### src/pvpu_pkg.sv
// shared types, constants and helpers of the swarm velocity and position update
package pvpu_pkg;

   // default sizes
   localparam int NUM_DIMS_DEF       = 54;
   localparam int NUM_JOINT_DIMS_DEF = 40;
   localparam int QUEUE_DEPTH_DEF    = 4;

   // register reset values
   localparam logic [15:0] INERTIA_RST = 16'd47831;  // 0.72984 in Q0.16
   localparam logic [15:0] GAIN_RST    = 16'd8397;   // 2.05 in Q4.12

   // register indexes
   typedef enum logic [1:0] {
      CSR_INERTIA   = 2'd0,
      CSR_COGNITIVE = 2'd1,
      CSR_SOCIAL    = 2'd2
   } csr_index_type;

   // operation codes
   localparam logic OP_UPDATE = 1'b0;
   localparam logic OP_CLEAR  = 1'b1;

   // joint bounds in Q16.16
   localparam logic signed [31:0] ABD_LO = -32'sd1966080;   // -30
   localparam logic signed [31:0] ABD_HI = 32'sd1966080;    //  30
   localparam logic signed [31:0] JNT_LO = -32'sd655360;    // -10
   localparam logic signed [31:0] JNT_HI = 32'sd6553600;    //  100

   // saturation limits
   localparam logic signed [31:0] Q_MAX = 32'sh7fffffff;
   localparam logic signed [31:0] Q_MIN = 32'sh80000000;

   // one queued word, classified by the front
   typedef struct packed {
      logic                op;
      logic [5:0]          dim;
      logic                dim_ok;
      logic                zero_neg;
      logic                zero_pos;
      logic signed [31:0]  cur;
      logic signed [31:0]  pbest;
      logic signed [31:0]  gbest;
      logic [15:0]         rand_c;
      logic [15:0]         rand_s;
   } entry_type;

   // configuration seen by the back end
   typedef struct packed {
      logic [15:0] inertia;
      logic [15:0] cog;
      logic [15:0] soc;
   } gains_type;

   // abduction joint: (dim mod 20) mod 4 == 1, dim below 64
   function automatic logic is_abduction(input logic [5:0] dim);
      logic [5:0] rem;
      rem = dim;
      if (rem >= 6'd40) rem = rem - 6'd40;
      if (rem >= 6'd20) rem = rem - 6'd20;
      return rem[1:0] == 2'd1;
   endfunction

endpackage

### src/pvpu_queue.sv
// short word queue between the front and the back end
module pvpu_queue #(
   parameter int DEPTH = pvpu_pkg::QUEUE_DEPTH_DEF
) (
   input  logic                clock,
   input  logic                reset,
   input  logic                push,
   input  pvpu_pkg::entry_type push_entry,
   output logic                full,
   input  logic                pop,
   output pvpu_pkg::entry_type head,
   output logic                empty
);
   import pvpu_pkg::*;

   localparam int PtrW = (DEPTH > 1) ? $clog2(DEPTH) : 1;
   localparam int CntW = $clog2(DEPTH + 1);

   entry_type       slot_ff [DEPTH];
   logic [PtrW-1:0] wr_ptr_ff, wr_ptr_in;
   logic [PtrW-1:0] rd_ptr_ff, rd_ptr_in;
   logic [CntW-1:0] count_ff, count_in;

   assign full  = count_ff == CntW'(DEPTH);
   assign empty = count_ff == '0;
   assign head  = slot_ff[rd_ptr_ff];

   // pointer and fill level update
   always_comb begin
      wr_ptr_in = wr_ptr_ff;
      rd_ptr_in = rd_ptr_ff;
      count_in  = count_ff;
      if (push) begin
         wr_ptr_in = (wr_ptr_ff == PtrW'(DEPTH - 1)) ? '0 : wr_ptr_ff + 1'b1;
      end
      if (pop) begin
         rd_ptr_in = (rd_ptr_ff == PtrW'(DEPTH - 1)) ? '0 : rd_ptr_ff + 1'b1;
      end
      case ({push, pop})
         2'b10:   count_in = count_ff + 1'b1;
         2'b01:   count_in = count_ff - 1'b1;
         default: count_in = count_ff;
      endcase
   end

   always_ff @(posedge clock) begin
      if (reset) begin
         wr_ptr_ff <= '0;
         rd_ptr_ff <= '0;
         count_ff  <= '0;
      end else begin
         wr_ptr_ff <= wr_ptr_in;
         rd_ptr_ff <= rd_ptr_in;
         count_ff  <= count_in;
      end
   end

   // word storage
   always_ff @(posedge clock) begin
      if (push) begin
         slot_ff[wr_ptr_ff] <= push_entry;
      end
   end

endmodule

### config.mk
export PLATFORM = sky130hd
export DESIGN_NAME = pvpu_queue
export DESIGN_NICKNAME = d
export VERILOG_FILES = /design/src/pvpu_pkg.sv /design/src/pvpu_queue.sv
export SDC_FILE = /design/constraint.sdc
export NUM_CORES = 1
export LEC_CHECK = 0
export BUFFER_PORTS_ARGS = -buffer_cell sky130_fd_sc_hd__buf_2
export CAP_MARGIN = 20
export CORE_ASPECT_RATIO = 0.8
export CORE_MARGIN = 3
export CORE_UTILIZATION = 30
export DETAILED_ROUTE_END_ITERATION = 8
export PLACE_DENSITY = 0.59
export SYNTH_ARGS = -nofsm -noshare
export SYNTH_HDL_FRONTEND = slang
export SYNTH_SLANG_ARGS = --single-unit
### constraint.sdc
create_clock -name clock -period 4.2 [get_ports clock]
set_clock_uncertainty 0.1 [all_clocks]
set_input_delay 0.42 -clock clock [delete_from_list [all_inputs] [get_ports clock]]
set_output_delay 0.42 -clock clock [all_outputs]
set_load 0.02 [all_outputs]
==> Word level (Yosys, flattened, before mapping) <==
Memories as Yosys holds them, arrays and structs flattened. A register that Yosys moved wholly into a read port is not among the register bits.
Cells that the tools add are included.
Widths: inputs -> output; s select.
{ "word_totals": {"reg_bits": 7, "ram_bits": 552, "input_bits": 142, "out_inout_bits": 140, "wordCells": 22, "n_memories": 1} }
{ "memory_table": {"columns": ["memory", "depth", "width", "rd", "rd_clocked_by_memory_dff", "wr", "line_no", "rtl"], "rows": [
  ["slot_ff", 4, 138, 1, 1, 1, "pvpu_queue.sv:19", "entry_type slot_ff [DEPTH];"]
]} }
{ "classes": {"addsub": 4, "eq_ne": 5, "n_mux": 7, "reduce_logical": 2} }
{ "ops": {"columns": ["cell", "count"], "rows": [
  ["$mux 2", 4],
  ["$eq 2x2->1 const B", 3],
  ["$pmux 3 s2", 1],
  ["$add 2x1->2 const B", 2],
  ["$add 3x1->3 const B", 1],
  ["$eq 3x3->1 const B", 1],
  ["$logic_not 3->1", 1],
  ["$sub 3x1->3 const B", 1],
  ["$eq 2x1->1 const B", 1],
  ["$mux 1", 2],
  ["$reduce_bool 2->1", 1]
]} }

==> Longest topological paths before layout <==
{ "logic_depth": {"ltp_word": 4, "depth_mapped": 7, "depth_no_buf": 7} }

==> Worst setup path after synthesis <==
Ideal clock, no wire load.
{ "synth_path": {"path_type": "reg2reg", "start": "register wr_ptr_ff[0]", "end": "memory slot_ff[3][0] (netlist bit), enable pin", "setup_time_ns": 0.513, "arrival_ns": 3.705, "t_required_ns": 3.587, "setup_slack_ns": -0.118, "stages_incl_launch_ff": 3, "synth_period_minus_slack_ns": 4.318, "path_cell_list": "dfxtp_1 > ha_1 > and2_1"} }
{ "synth_lines": {"columns": ["item", "line_no", "rtl"], "rows": [
  ["from (decl)", "pvpu_queue.sv:20", "logic [PtrW-1:0] wr_ptr_ff, wr_ptr_in;"],
  ["from (signal assigned)", "pvpu_queue.sv:52", "wr_ptr_ff <= wr_ptr_in;"],
  ["to (decl)", "pvpu_queue.sv:19", null]
]} }
Straight into the memory's write port.

==> impl_metrics.toml <==
[status]
status = "finished, final reports clean"

[worst_hold_path]
hold_depth = 3
holdPathEnd = "rd_ptr_ff[1]"
hp-start = "pop"
hold_class = "primary input to register"

[place]
port_buffers = 281
hpwlAfterDp_um = 25120
gp_congestion = 0.6918
place_ws_ns = 1.678
dp.cells = 1955

[global_routing]
grt_antenna_before_repair = 6
grt_pass1_vias = 10770
grt_max_degree = 66
grt_first_pass_wirelength_um = 64930
gr-total-overflow = 0
grt_usage_pct = 11.87

[critical_path]
path_class = "register to primary output"
end_kind = "primary output"
worstPathRequired_ns = 3.68
path_max_fanout = 31
arrival_ns = 2.49
startpoint_type = "register"
r2r_cells = 4
r2r-end = "slot_ff[2][19]"
rr_startpoint = "wr_ptr_ff[0]"
rrSetupSlack_ns = 2.04

[timing]
drv_slew = 0
fin_setup_tns_ns = 0
finalSetupViolations = 0
period_needed_ns = 3.009
slew-limit-headroom_pct = 35.31
finalHoldViolations = 0
period_share_pct = 71.63
fmax_mhz = 332.4
worstMarginPinSlew_ns = 0.9703
fin_ws_ns = 1.191
grt_setup_unrepaired = "no"

[clock_network]
clkTransAtPathRegs_ns = 0.06
cts.sinks = 561
cts_buffer_depth = 3
htreeDepth = 2
cts_made_buffers = 55
cts_resized = 0
root_buffer = "clkbuf_16"
cts_tree = "built"
insertion_delay_ns = 0.57

[floorplanning]
die_area_sq_um = 71450
die_h_um = 239.7
coreArea_sq_um = 67430
dieWidth_um = 298.1
io_pins = 282
fp-row-count = 85
start_util_pct = 30.37

[flow_run]
maxCapViolCount = 0

[layout]
final-instance-count-excl-fill = 2195
fin_nets = 1387
final_common_cell = "edfxtp_1"
final_cell_mix = "552 x edfxtp_1, 281 x buf_2, 139 x dlygate4sd3_1"
area_delta_synth_final_pct = 27.92
fin_util_pct = 38.85
final_layout_size_suffix_gt1_share_pct = 40.73

[detailed_routing]
first_pass_iters = 4
drt_wl_total_um = 42320
drcViolationCount = 0
wire_per_inst_um = 19.28
ant_nets = 0
dr_total_vias = 9668
drtIter0Drc = 545
viasPerCell = 4.405

[logic_synthesis]
synth_adder_area_share_pct = 0.4644
synth_simple_gate_area_share_pct = 0.4094
ys_ff_latch = 561
syn_avg_cell_area_sq_um = 26.63
synth_top_family_by_area = "multiplexers"
syn-cell-area_sq_um = 20480
ys.warnings.count = 0
synth_cell_types = 21
synth.area.mux_share_pct = 15.28
synthCells = 769
synth_xor_xnor_area_share_pct = 0.08554
synth_nets = 918
seq_area_frac_synth_pct = 81.83
synth_compound_area_share_pct = 0.1222

[power]
power.total_mw = 12.49
p_leak_nw = 8.743
power_density_nw_per_um2 = 476.9
irDropWorstVdd_uv = 311.4
## timing repair
item / 4_1_cts / 5_1_grt
setup buffers: 0 / 0
hold buffers: 139 / 0
hold endpoints to repair: 561 / 0
## worst max-delay path, cell delays in order (launching register included)
cell	delay, ns
dfxtp_4	0.83
buf_4	0.36
mux4_2	0.53
buf_2	0.18
## cells in the mapped netlist, drive strengths merged
library cell  number  area (sq um)
a21oi              4         20.02
and2               4         25.02
and3               1         6.260
buf               29         337.8
clkbuf             2         7.510
dfxtp              9         180.2
edfxtp           552         16580
fa                 1         20.02
ha                 6         75.07
inv                7         26.28
mux2i              2         20.02
mux4             138          3108
nor2               7         26.28
nor3               1         5.000
nor3b              2         15.01
o21ai              1         5.000
or3                1         6.260
xor2               2         17.52
## flip-flops by register name, summed over array words and instances (netlist names), named ones only
signal	flops
slot_ff	552
rd_ptr_ff	2
wr_ptr_ff	2
count_ff	3
## how the worst max path moves through the flow
| stage | from | endpoint | cells past startpoint |
|---|---|---|---|
| 4_1_cts | register | head[72] | 3 |
| 3_5_place_dp | register | head[72] | 3 |
| 6_report | register | head[42] | 3 |
| 3_3_place_gp | register | head[80] | 3 |
| 5_1_grt | register | head[72] | 3 |
| 2_1_floorplan | wr_ptr_ff[0] | slot_ff[3][0] | 2 |
## final cells by class
cell class / instances / area [sq um]
fillers: 6089 / 41230
flip-flops and latches: 561 / 16760
multi-input cells: 170 / 3359
repair buffers: 443 / 3133
clock buffers: 68 / 1468
well taps: 913 / 1142
clock inverters: 30 / 295.3
inverters: 7 / 26.28
diodes: 3 / 7.507
## kinds of logic (layout without fill, tap and decap cells)
logic type	count (synthesis)	in the layout
AOI/OAI and AO/OA	5	5
xor gates and xnor gates	2	2
adders and majority gates	7	7
buffers and inverters	38	548
DFF	561	561
muxes	140	140
other	0	3
and+or+nand+nor	16	16
## routing by layer
| metal | wire length, um | vias up | share of wire [%] | track usage (%) |
|---|---|---|---|---|
| li1 | - | 4268 | - | - |
| met2 | 20750 | 257 | 49 | 19.56 |
| met1 | 18090 | 5065 | 43 | 15.59 |
| met5 | 29 | - | 0.069 | 0 |
| met3 | 2610 | 74 | 6.2 | 3.280 |
| met4 | 845 | 4 | 2.0 | 3.187 |
## power breakdown
part | internal, mW | switching [mW]
clock | 2.83 | 1.96
sequential | 6.39 | 0.0757
combinational | 0.543 | 0.692
## stage by stage
stage	hold slack (ns)	cell area, sq um
after global placement	0.3865	23030
after global routing	0.09808	26190
after CTS	0.05842	26190
after detailed placement	0.4312	23030
final	0.09862	26200
after floorplan	0.3608	20480
No activity file was read; power rests on OpenSTA's default activity.
