## config.mk

```make
export PLATFORM = sky130hd
export DESIGN_NAME = pvpu_front
export DESIGN_NICKNAME = d
export VERILOG_FILES = /design/src/pvpu_pkg.sv /design/src/pvpu_front.sv
export SDC_FILE = /design/constraint.sdc
export NUM_CORES = 1
export LEC_CHECK = 0
export BUFFER_PORTS_ARGS = -buffer_cell sky130_fd_sc_hd__buf_4
export CORE_AREA = 3 3 107 109
export DETAILED_ROUTE_END_ITERATION = 12
export DIE_AREA = 0 0 110 112
export GPL_TIMING_DRIVEN = 0
export PLACE_DENSITY = 0.55
export SLEW_MARGIN = 40
export SYNTH_ARGS = -nofsm -noshare
export SYNTH_HDL_FRONTEND = slang
export SYNTH_SLANG_ARGS = --single-unit
```

## constraint.sdc

```tcl
create_clock -name vclk -period 1.6
set_input_delay 0.08 -clock vclk [all_inputs]
set_output_delay 0.08 -clock vclk [all_outputs]
set_load 0.05 [all_outputs]
```

## src/pvpu_pkg.sv

```systemverilog
// shared types, constants and helpers of the swarm velocity and position update
package pvpu_pkg;

   // default sizes
   localparam int NUM_DIMS_DEF       = 54;
   localparam int NUM_JOINT_DIMS_DEF = 40;
   localparam int QUEUE_DEPTH_DEF    = 4;

   // register reset values
   localparam logic [15:0] INERTIA_RST = 16'd47831;  // 0.72984 in Q0.16
   localparam logic [15:0] GAIN_RST    = 16'd8397;   // 2.05 in Q4.12

   // register indexes
   typedef enum logic [1:0] {
      CSR_INERTIA   = 2'd0,
      CSR_COGNITIVE = 2'd1,
      CSR_SOCIAL    = 2'd2
   } csr_index_type;

   // operation codes
   localparam logic OP_UPDATE = 1'b0;
   localparam logic OP_CLEAR  = 1'b1;

   // joint bounds in Q16.16
   localparam logic signed [31:0] ABD_LO = -32'sd1966080;   // -30
   localparam logic signed [31:0] ABD_HI = 32'sd1966080;    //  30
   localparam logic signed [31:0] JNT_LO = -32'sd655360;    // -10
   localparam logic signed [31:0] JNT_HI = 32'sd6553600;    //  100

   // saturation limits
   localparam logic signed [31:0] Q_MAX = 32'sh7fffffff;
   localparam logic signed [31:0] Q_MIN = 32'sh80000000;

   // one queued word, classified by the front
   typedef struct packed {
      logic                op;
      logic [5:0]          dim;
      logic                dim_ok;
      logic                zero_neg;
      logic                zero_pos;
      logic signed [31:0]  cur;
      logic signed [31:0]  pbest;
      logic signed [31:0]  gbest;
      logic [15:0]         rand_c;
      logic [15:0]         rand_s;
   } entry_type;

   // configuration seen by the back end
   typedef struct packed {
      logic [15:0] inertia;
      logic [15:0] cog;
      logic [15:0] soc;
   } gains_type;

   // abduction joint: (dim mod 20) mod 4 == 1, dim below 64
   function automatic logic is_abduction(input logic [5:0] dim);
      logic [5:0] rem;
      rem = dim;
      if (rem >= 6'd40) rem = rem - 6'd40;
      if (rem >= 6'd20) rem = rem - 6'd20;
      return rem[1:0] == 2'd1;
   endfunction

endpackage

```

## src/pvpu_front.sv

```systemverilog
// front end: takes request words and classifies dimension and joint limits
module pvpu_front #(
   parameter int NUM_DIMS       = pvpu_pkg::NUM_DIMS_DEF,
   parameter int NUM_JOINT_DIMS = pvpu_pkg::NUM_JOINT_DIMS_DEF
) (
   input  logic                req_valid,
   input  logic                req_operation,
   input  logic [5:0]          req_dim_index,
   input  logic signed [31:0]  req_current_value,
   input  logic signed [31:0]  req_personal_best_value,
   input  logic signed [31:0]  req_global_best_value,
   input  logic [15:0]         req_rand_cognitive,
   input  logic [15:0]         req_rand_social,
   input  logic                queue_full,
   output logic                push,
   output pvpu_pkg::entry_type push_entry
);
   import pvpu_pkg::*;

   logic                dim_ok;
   logic                joint;
   logic                abd;
   logic signed [31:0]  lo_bound;
   logic signed [31:0]  hi_bound;

   // a word is taken whenever the queue has room
   assign push = req_valid && !queue_full;

   // dimension range and joint class
   always_comb begin
      dim_ok   = 9'(req_dim_index) < 9'(NUM_DIMS);
      joint    = dim_ok && (9'(req_dim_index) < 9'(NUM_JOINT_DIMS));
      abd      = is_abduction(req_dim_index);
      lo_bound = abd ? ABD_LO : JNT_LO;
      hi_bound = abd ? ABD_HI : JNT_HI;
   end

   // pack the classified word
   always_comb begin
      push_entry          = '0;
      push_entry.op       = req_operation;
      push_entry.dim      = req_dim_index;
      push_entry.dim_ok   = dim_ok;
      push_entry.zero_neg = joint && (req_current_value < lo_bound);
      push_entry.zero_pos = joint && (req_current_value > hi_bound);
      push_entry.cur      = req_current_value;
      push_entry.pbest    = req_personal_best_value;
      push_entry.gbest    = req_global_best_value;
      push_entry.rand_c   = req_rand_cognitive;
      push_entry.rand_s   = req_rand_social;
   end

endmodule

```

# Word-level counts from Yosys, hierarchy flattened
# Index checks and enable logic that the tools add are counted.
[op_classes]
addsub = 2
n_lt_le_gt_ge = 6
n_eq_ne = 1
mux = 4
reduce_logical = 5
[op_table]
columns = ["cell", "count"]
rows = [
  ["greater-than comparator 32 x 24 -> 1 bit", 1],
  ["< comparator 32 x 22 -> 1 bit", 1],
  ["two-way mux 23 bit", 1],
  ["two-way mux 21 bit", 1],
  ["< comparator 6 bit (second input constant)", 2],
  [">= comparator 6 x 5 -> 1 bit (second input constant)", 1],
  [">= comparator 6 bit (second input constant)", 1],
  ["two-way mux 6 bit", 1],
  ["subtractor 6 bit (second input constant)", 1],
  ["logical AND 1 bit", 4],
  ["equality test 2 x 1 -> 1 bit (second input constant)", 1],
  ["two-way mux 2 bit", 1],
  ["subtractor 2 x 1 -> 2 bit (second input constant)", 1],
  ["zero test 1 bit", 1],
]
[word_totals]
reg_bits = 0
output_inout_bits = 139

# Longest topological paths before layout
# Gate-level depths: netlist (run 1).
[depth]
word_depth = 8
depth_mapped = 7

# Least setup slack after synthesis (run 1)
# Ideal clock, no wire load.
[synth_path]
path_kind = "input port to output port"
start = "input req_dim_index[1]"
end = "output push_entry[128] (netlist name)"
arrival_ps = 2038
required_time_ps = 1520
setup_slack_ps = -518
stages = 7
n_path_buf = 0
cell_sequence = "nand2b_4 > inv_8 > ha_1 > nand2_1 > nor3_4 > and4_1 > a2111oi_2"
[synth_rtl]
columns = ["element", "line_no", "rtl"]
rows = [
  ["from (decl)", "pvpu_front.sv:8", "input logic [5:0] req_dim_index,"],
  ["to (decl)", "pvpu_front.sv:16", "output pvpu_pkg::entry_type push_entry"],
]

==> flow_metrics.env, run 1 <==
export IMPL_hold_start="req_rand_social[9]"
export IMPL_cp_common_cell="buf_6"
export IMPL_yosysSeqAreaShare_pct=0
export IMPL_yosys_area_top_type="buf_4"
export IMPL_p_leak_nw=1.67
export IMPL_worstPathMaxFanout=4
export IMPL_dp_hpwl_um=5440
export IMPL_syn_nets=318
export IMPL_fp_dieW_um=110
export IMPL_num_clock_buffers=0
export IMPL_holdWs_ns=0.414
export IMPL_synth_distinct_cells=24
export IMPL_hold_depth=2
export IMPL_endpoint_kind="output port"
export IMPL_drt_iter0_drc=8
export IMPL_fmax_mhz=641
export IMPL_rsz0062_at_grt="true"
export IMPL_grt_pass1_vias=1627
export IMPL_dr_pass1_iters=4
export IMPL_ios=276
export IMPL_dpl_cell_count=497
export IMPL_pwr_density_cell_mw_per_mm2=475
export IMPL_fin_nets=502
export IMPL_drive_gt1_share_pct=91.9
export IMPL_cap_viol_max_count=0
export IMPL_slew_viol_final=0
export IMPL_grt_overflow=0
export IMPL_die_height_um=112
export IMPL_routed_wl_um=5780
export IMPL_grt_pass1_wl_um=7580
export IMPL_fillers=1128
export IMPL_min_delay_worst_endpoint="push_entry[9]"
export IMPL_seq_cell_count=0
export IMPL_antenna_found_initial=0
export IMPL_coreArea_mm2=0.0107
export IMPL_ant_nets=0
export IMPL_ff_latch_area_um2=0
export IMPL_yosys_top_cells_count="buf_4 (136), nor4_1 (6)"
export IMPL_routedWlPerCell_um=11.6
export IMPL_syn_avg_cell_area_um2=7.62
export IMPL_grt_max_degree=5
export IMPL_synth_cells=178
export IMPL_diodes=0
export IMPL_vias=1669
export IMPL_crit_chain="buf_6 > nand2b_4 > inv_8 > ha_4 > nand2_4 > nor3_4 > and4_4 > a2111oi_4 > buf_6"
export IMPL_period_minus_slack_ns=1.56
export IMPL_num_rows=38
export IMPL_synth_top_area_share_pct=75.3
export IMPL_slowest_stage="a2111oi_4"
export IMPL_fin_cells=500
export IMPL_crit_type="in -> out"
export IMPL_initial_utilization_pct=12.7
export IMPL_start_kind="primary input"
export IMPL_hold_viol_final=0
export IMPL_port_buffers=179
export IMPL_fin_crit_sh_pct=97.5
export IMPL_synth_area_leaders="buf_4 (75%), ha_1 (2.8%), nor4_1 (2.8%)"
export IMPL_track_usage_pct=7.60
export IMPL_place_gp_congestion=0.758
export IMPL_viasPerCell=3.34
export IMPL_drc=0
export IMPL_peakVddDrop_mv=0.255
export IMPL_min_path_type="in -> out"
export IMPL_synthToLayoutAreaGrowth_pct=120
export IMPL_tightest_slew_ns=0.521
export IMPL_status="finished, final reports clean"
export IMPL_yosysWarnings=0
export IMPL_setup_violations_final=0
export IMPL_cp_slowest_stage_delay_ns=0.31
export IMPL_arrival_ns=1.48
export IMPL_synth_area_mm2=0.00136
export IMPL_worstPathRequired_ns=1.52
export IMPL_yosysMostFrequentCell="buf_4"
export IMPL_relSlewSlack_pct=64.9
export IMPL_die_area_mm2=0.0123
[metrics by stage]
step	power [mW]	setup slack (ns)	instance area, um2	setup TNS, ns	util [%]
after floorplan	0.995	-0.0460	1380	-0.0460	-
after global placement	1.40	-0.103	2900	-0.103	27.1
after detailed placement	1.40	-0.122	2900	-0.122	27.1
after CTS	1.42	0.00507	2960	0	27.7
after global routing	1.48	-0.0464	2980	-0.0464	27.8
final	1.41	0.0405	2980	0	27.8
[cell type report]
class	count	area, um2	area share [%]
repair buffers	182	1390	46.6
multi-input cells	38	373	12.5
inverters	4	22.5	0.756
plain buffers	136	1020	34.3
well taps	140	175	5.88
[cells by family (layout without fill, tap and decap cells)]
kind of cell / after synthesis / after routing / synth area share (%)
buffers and inverters: 140 / 322 / 76.9
AOI/OAI and AO/OA: 9 / 9 / 5.44
adders and majority gates: 5 / 5 / 4.34
and+or+nand+nor: 22 / 22 / 10.6
xor gates and xnor gates: 2 / 2 / 2.68
[critical path, delay by kind of cell]
family / cells / cell delay, ns
simple gates: 4 / 0.49
compound gates: 1 / 0.31
buf+inv: 3 / 0.39
fa+ha+maj: 1 / 0.21
[layer usage]
layer  track usage, %  part of all wire, %  up-vias
met5                0                    0        -
met4            0.249                 0.26        0
met3             2.38                   16        2
met2             16.9                   57      158
met1             6.41                   27      703
li1                 -                    -      806
[worst max-delay path by stage]
stage | start | end | slack (ns)
floorplan | req_dim_index[1] | push_entry[128] | -0.05
global placement | req_dim_index[1] | push_entry[128] | -0.10
detailed placement | req_dim_index[1] | push_entry[128] | -0.12
CTS | req_dim_index[1] | push_entry[128] | 0.005
global route | req_dim_index[1] | push_entry[128] | -0.05
finish | req_dim_index[1] | push_entry[128] | 0.04
[where the power goes]
group          leakage (nW)  switching [mW]  internal (mW)
clock                     0               0              0
sequential                0               0              0
combinational          1.67           0.862          0.551
total                  1.67           0.862          0.551
[cell usage in the layout (no fill, tap or decap), types with 2 or more instances in the layout]
cell and count:
nor2_1 3, nand4_1 2, nor4_1 6, nor2b_1 2, ha_4 2, a21oi_1 3, maj3_2 2, inv_1 3
buf_4 315, buf_6 2, nand3_1 3
[timing repair]
item / in CTS / in global routing
hold buffers: 0 / 0
setup buffers: 3 / 0
cloned: 0 / 0
hold endpoints to repair: 0 / 0
setup endpoints to repair: 1 / 1
pin swaps: 2 / 1
gates resized for setup: 5 / 2
(Power assumes the default switching activity.)
==> run 2: changes to the inputs <==
--- a/config.mk
+++ b/config.mk
@@ -10,7 +10,6 @@
 export DETAILED_ROUTE_END_ITERATION = 12
 export DIE_AREA = 0 0 110 112
 export GPL_TIMING_DRIVEN = 0
-export PLACE_DENSITY = 0.55
 export SLEW_MARGIN = 40
 export SYNTH_ARGS = -nofsm -noshare
 export SYNTH_HDL_FRONTEND = slang
==> flow_metrics.env, run 2 (synthesis gave the netlist of run 1 again) <==
export IMPL_drt_iter0_drc=15
export IMPL_path_buf_inv=3
export IMPL_viasPerCell=3.42
export IMPL_num_clock_buffers=0
export IMPL_dr_max_layer_used="met4"
export IMPL_initial_utilization_pct=12.7
export IMPL_ant_nets=0
export IMPL_rsz0062_at_grt="true"
export IMPL_grt_max_degree=6
export IMPL_dp_hpwl_um=5240
export IMPL_wl_met3_um=870
export IMPL_slew_viol_final=0
export IMPL_start_kind="primary input"
export IMPL_routedWlPerCell_um=11.1
export IMPL_track_usage_pct=7.28
export IMPL_crit_chain="buf_8 > nand2b_4 > inv_8 > ha_4 > nand2_4 > nor3_4 > a221oi_4 > a2111oi_4 > buf_6"
export IMPL_ctsHoldBuffers=0
export IMPL_power_mw=1.41
export IMPL_grt_pass1_wl_um=7390
export IMPL_multi_input_area_um2=385
export IMPL_die_area_mm2=0.0123
export IMPL_m1WireLength_um=1510
export IMPL_setup_violations_final=0
export IMPL_arrival_ns=1.47
export IMPL_crit_type="in -> out"
export IMPL_cap_viol_max_count=0
export IMPL_critical_path_top_delay_family="simple AND/OR/NAND/NOR gates"
export IMPL_pwr_density_cell_mw_per_mm2=474
export IMPL_ios=276
export IMPL_die_height_um=112
export IMPL_fp_dieW_um=110
export IMPL_endpoint_kind="output port"
export IMPL_fmax_mhz=646
export IMPL_peakVddDrop_mv=0.276
export IMPL_fin_nets=502
export IMPL_hold_viol_final=0
export IMPL_slowest_stage="ha_4"
export IMPL_tightest_slew_ns=0.544
export IMPL_period_minus_slack_ns=1.55
export IMPL_final_cell_mix="buf_4 (316), nor4_1 (6)"
export IMPL_grt_pass1_vias=1643
export IMPL_relSlewSlack_pct=63.4
export IMPL_status="finished, final reports clean"
export IMPL_dr_pass1_iters=2
export IMPL_port_buffers=179
export IMPL_drc=0
export IMPL_fin_crit_sh_pct=96.8
export IMPL_setup_tns_ns=0
export IMPL_cp_slowest_stage_delay_ns=0.29
export IMPL_diodes=0
export IMPL_fillers=1123
export IMPL_drive_gt1_share_pct=92.5
export IMPL_antenna_found_initial=0
export IMPL_p_leak_nw=1.67
export IMPL_ff_latch_area_um2=0
export IMPL_dr_wl_met2_um=3160
export IMPL_synthToLayoutAreaGrowth_pct=120
export IMPL_num_rows=38
export IMPL_min_path_type="in -> out"
export IMPL_seq_cell_count=0
export IMPL_layout_commonest_cell="buf_4"
export IMPL_place_gp_congestion=0.714
export IMPL_coreArea_mm2=0.0107
export IMPL_routed_wl_um=5550
export IMPL_worstPathRequired_ns=1.52
export IMPL_worstPathMaxFanout=5
export IMPL_vias=1708
export IMPL_grt_overflow=0
-- run 2: layout make-up --
cell class                      instances  share of cell area (%)
Timing Repair Buffer                  182                    46.2
Buffer                                136                    34.2
Multi-Input combinational cell         38                    12.9
Tap cell                              140                    5.87
Inverter                                4                   0.755
-- run 2: worst paths after layout --
check / start / endpoint / slack, ns / cells after the start
worst max-delay path: req_dim_index[1] / push_entry[128] / 0.05 / 9
worst min-delay path: req_rand_social[11] / push_entry[11] / 0.41 / 2
-- run 2: through the flow --
| step | utilization [%] | worst slack (ns) | area (um2) | instances | hold slack (ns) |
|---|---|---|---|---|---|
| 6_report | 27.9 | 0.0512 | 2980 | 500 | 0.414 |
| 5_1_grt | 27.9 | -0.0298 | 2980 | 500 | 0.417 |
| 4_1_cts | 27.8 | 0.0185 | 2980 | 500 | 0.415 |
| 3_5_place_dp | 27.1 | -0.162 | 2900 | 497 | 0.415 |
| 3_3_place_gp | 27.1 | -0.127 | 2900 | 497 | 0.415 |
| 2_1_floorplan | - | -0.0460 | 1380 | 178 | 0.216 |
-- run 2: repair_timing --
action	in CTS	in global routing
pin swaps	4	1
endpoints found under the setup margin	1	1
setup buffers	3	0
resized for setup	10	1
-- run 2: report_power, final --
group / internal (mW) / switching (mW)
logic: 0.551 / 0.864
clock network: 0 / 0
registers: 0 / 0
-- run 2: layer usage --
metal | up-vias | global-route usage [%]
li1 | 804 | -
met1 | 742 | 6.48
met2 | 160 | 16.4
met3 | 2 | 1.51
met4 | 0 | 0.166
met5 | - | 0
==> run 3: changes to the inputs <==
==> constraint.sdc (replaced) <==
create_clock -name vclk -period 1.7
set_input_delay 0.085 -clock vclk [all_inputs]
set_output_delay 0.085 -clock vclk [all_outputs]
set_load 0.05 [all_outputs]
==> flow_metrics.env, run 3 (synthesis gave the netlist of run 1 again) <==
export IMPL_dr_pass1_iters=4
export IMPL_final_cell_mix="buf_4 (317), nor4_1 (6), nand3_1 (3), a21oi_1 (3), nor2_1 (3)"
export IMPL_layout_commonest_cell="buf_4"
export IMPL_drc=0
export IMPL_coreArea_mm2=0.0107
export IMPL_track_usage_pct=7.23
export IMPL_fin_nets=504
export IMPL_relSlewSlack_pct=65.0
export IMPL_min_path_type="in -> out"
export IMPL_p_leak_nw=1.68
export IMPL_ctsHoldBuffers=0
export IMPL_die_area_mm2=0.0123
export IMPL_slew_viol_final=0
export IMPL_critical_path_top_delay_family="simple AND/OR/NAND/NOR gates"
export IMPL_setup_violations_final=0
export IMPL_place_gp_congestion=0.703
export IMPL_start_kind="primary input"
export IMPL_endpoint_kind="output port"
export IMPL_dpl_cell_count=497
export IMPL_grt_pass1_vias=1583
export IMPL_holdWs_ns=0.424
export IMPL_fin_crit_sh_pct=94.6
export IMPL_peakVddDrop_mv=0.236
export IMPL_worstPathMaxFanout=4
export IMPL_port_buffers=179
export IMPL_crit_type="in -> out"
export IMPL_period_minus_slack_ns=1.61
export IMPL_rsz0062_at_grt="true"
export IMPL_antenna_found_initial=0
export IMPL_ant_nets=0
export IMPL_routedWlPerCell_um=11.3
export IMPL_diodes=0
export IMPL_num_clock_buffers=0
export IMPL_drt_iter0_drc=23
export IMPL_drive_gt1_share_pct=92.3
export IMPL_power_mw=1.34
export IMPL_initial_utilization_pct=12.7
export IMPL_hold_viol_final=0
export IMPL_num_rows=38
export IMPL_path_buf_inv=3
export IMPL_ff_latch_area_um2=0
export IMPL_fin_cells=502
export IMPL_fin_area_mm2=0.00300
export IMPL_slowest_stage="a2111oi_4"
export IMPL_grt_pass1_wl_um=7200
export IMPL_setup_tns_ns=0
export IMPL_grt_max_degree=5
export IMPL_tightest_slew_ns=0.520
export IMPL_synthToLayoutAreaGrowth_pct=121
export IMPL_pwr_density_cell_mw_per_mm2=446
export IMPL_seq_cell_count=0
export IMPL_cap_viol_max_count=0
export IMPL_die_height_um=112
export IMPL_vias=1697
export IMPL_grt_overflow=0
export IMPL_fp_dieW_um=110
export IMPL_routed_wl_um=5660
export IMPL_crit_chain="buf_8 > nand2b_4 > inv_8 > ha_4 > nand2_4 > nor3_4 > and4_4 > a2111oi_4 > buf_6"
export IMPL_fmax_mhz=622
export IMPL_worstPathRequired_ns=1.62
export IMPL_dp_hpwl_um=5350
export IMPL_cp_slowest_stage_delay_ns=0.37
export IMPL_status="finished, final reports clean"
export IMPL_ios=276
export IMPL_viasPerCell=3.38
export IMPL_arrival_ns=1.52
export IMPL_dpl_cell_area_mm2=0.00290
==> run 3: cell types whose count changed in the layout (fill, tap and decap cells not counted) <==
cell	change
ha_4	-1
buf_12	+1
buf_4	+1
ha_1	+1
==> run 3: timing repair <==
| item | in CTS | in global routing |
|---|---|---|
| hold endpoints to repair | 0 | 0 |
| endpoints found under the setup margin | 1 | 1 |
| gates resized for setup | 2 | 7 |
| setup buffers | 3 | 2 |
| pin swaps | 1 | 7 |
==> run 3: worst paths after layout <==
path	start	to	slack, ns	depth (start not counted)
min	req_global_best_value[26]	push_entry[58]	0.42	2
max	req_dim_index[1]	push_entry[128]	0.09	9
==> run 3: routing by layer <==
metal	wire [um]	GRT usage [%]	vias up
li1	-	-	810
met1	1520	6.30	728
met2	3270	16.6	159
met3	873	1.28	0
met4	0	0.166	0
met5	0	0	-
==> run 3: layout make-up <==
class	instances	area, um2
fill	1124	7700
tap	140	175
buffer	136	1020
multi-input combinational	38	373
timing repair buffer	184	1410
inverter	4	22.5
==> run 3: where the power goes <==
group	switching (mW)	internal, mW
Sequential	0	0
Combinational	0.813	0.524
Clock	0	0
Total	0.813	0.524
==> run 3: per-stage QoR <==
step / utilization (%) / setup slack (ns)
final: 28.0 / 0.0920
after global routing: 28.0 / -0.00732
after CTS: 27.6 / 0.0129
after detailed placement: 27.1 / -0.0797
after global placement: 27.1 / -0.0403
after floorplan: - / 0.0440
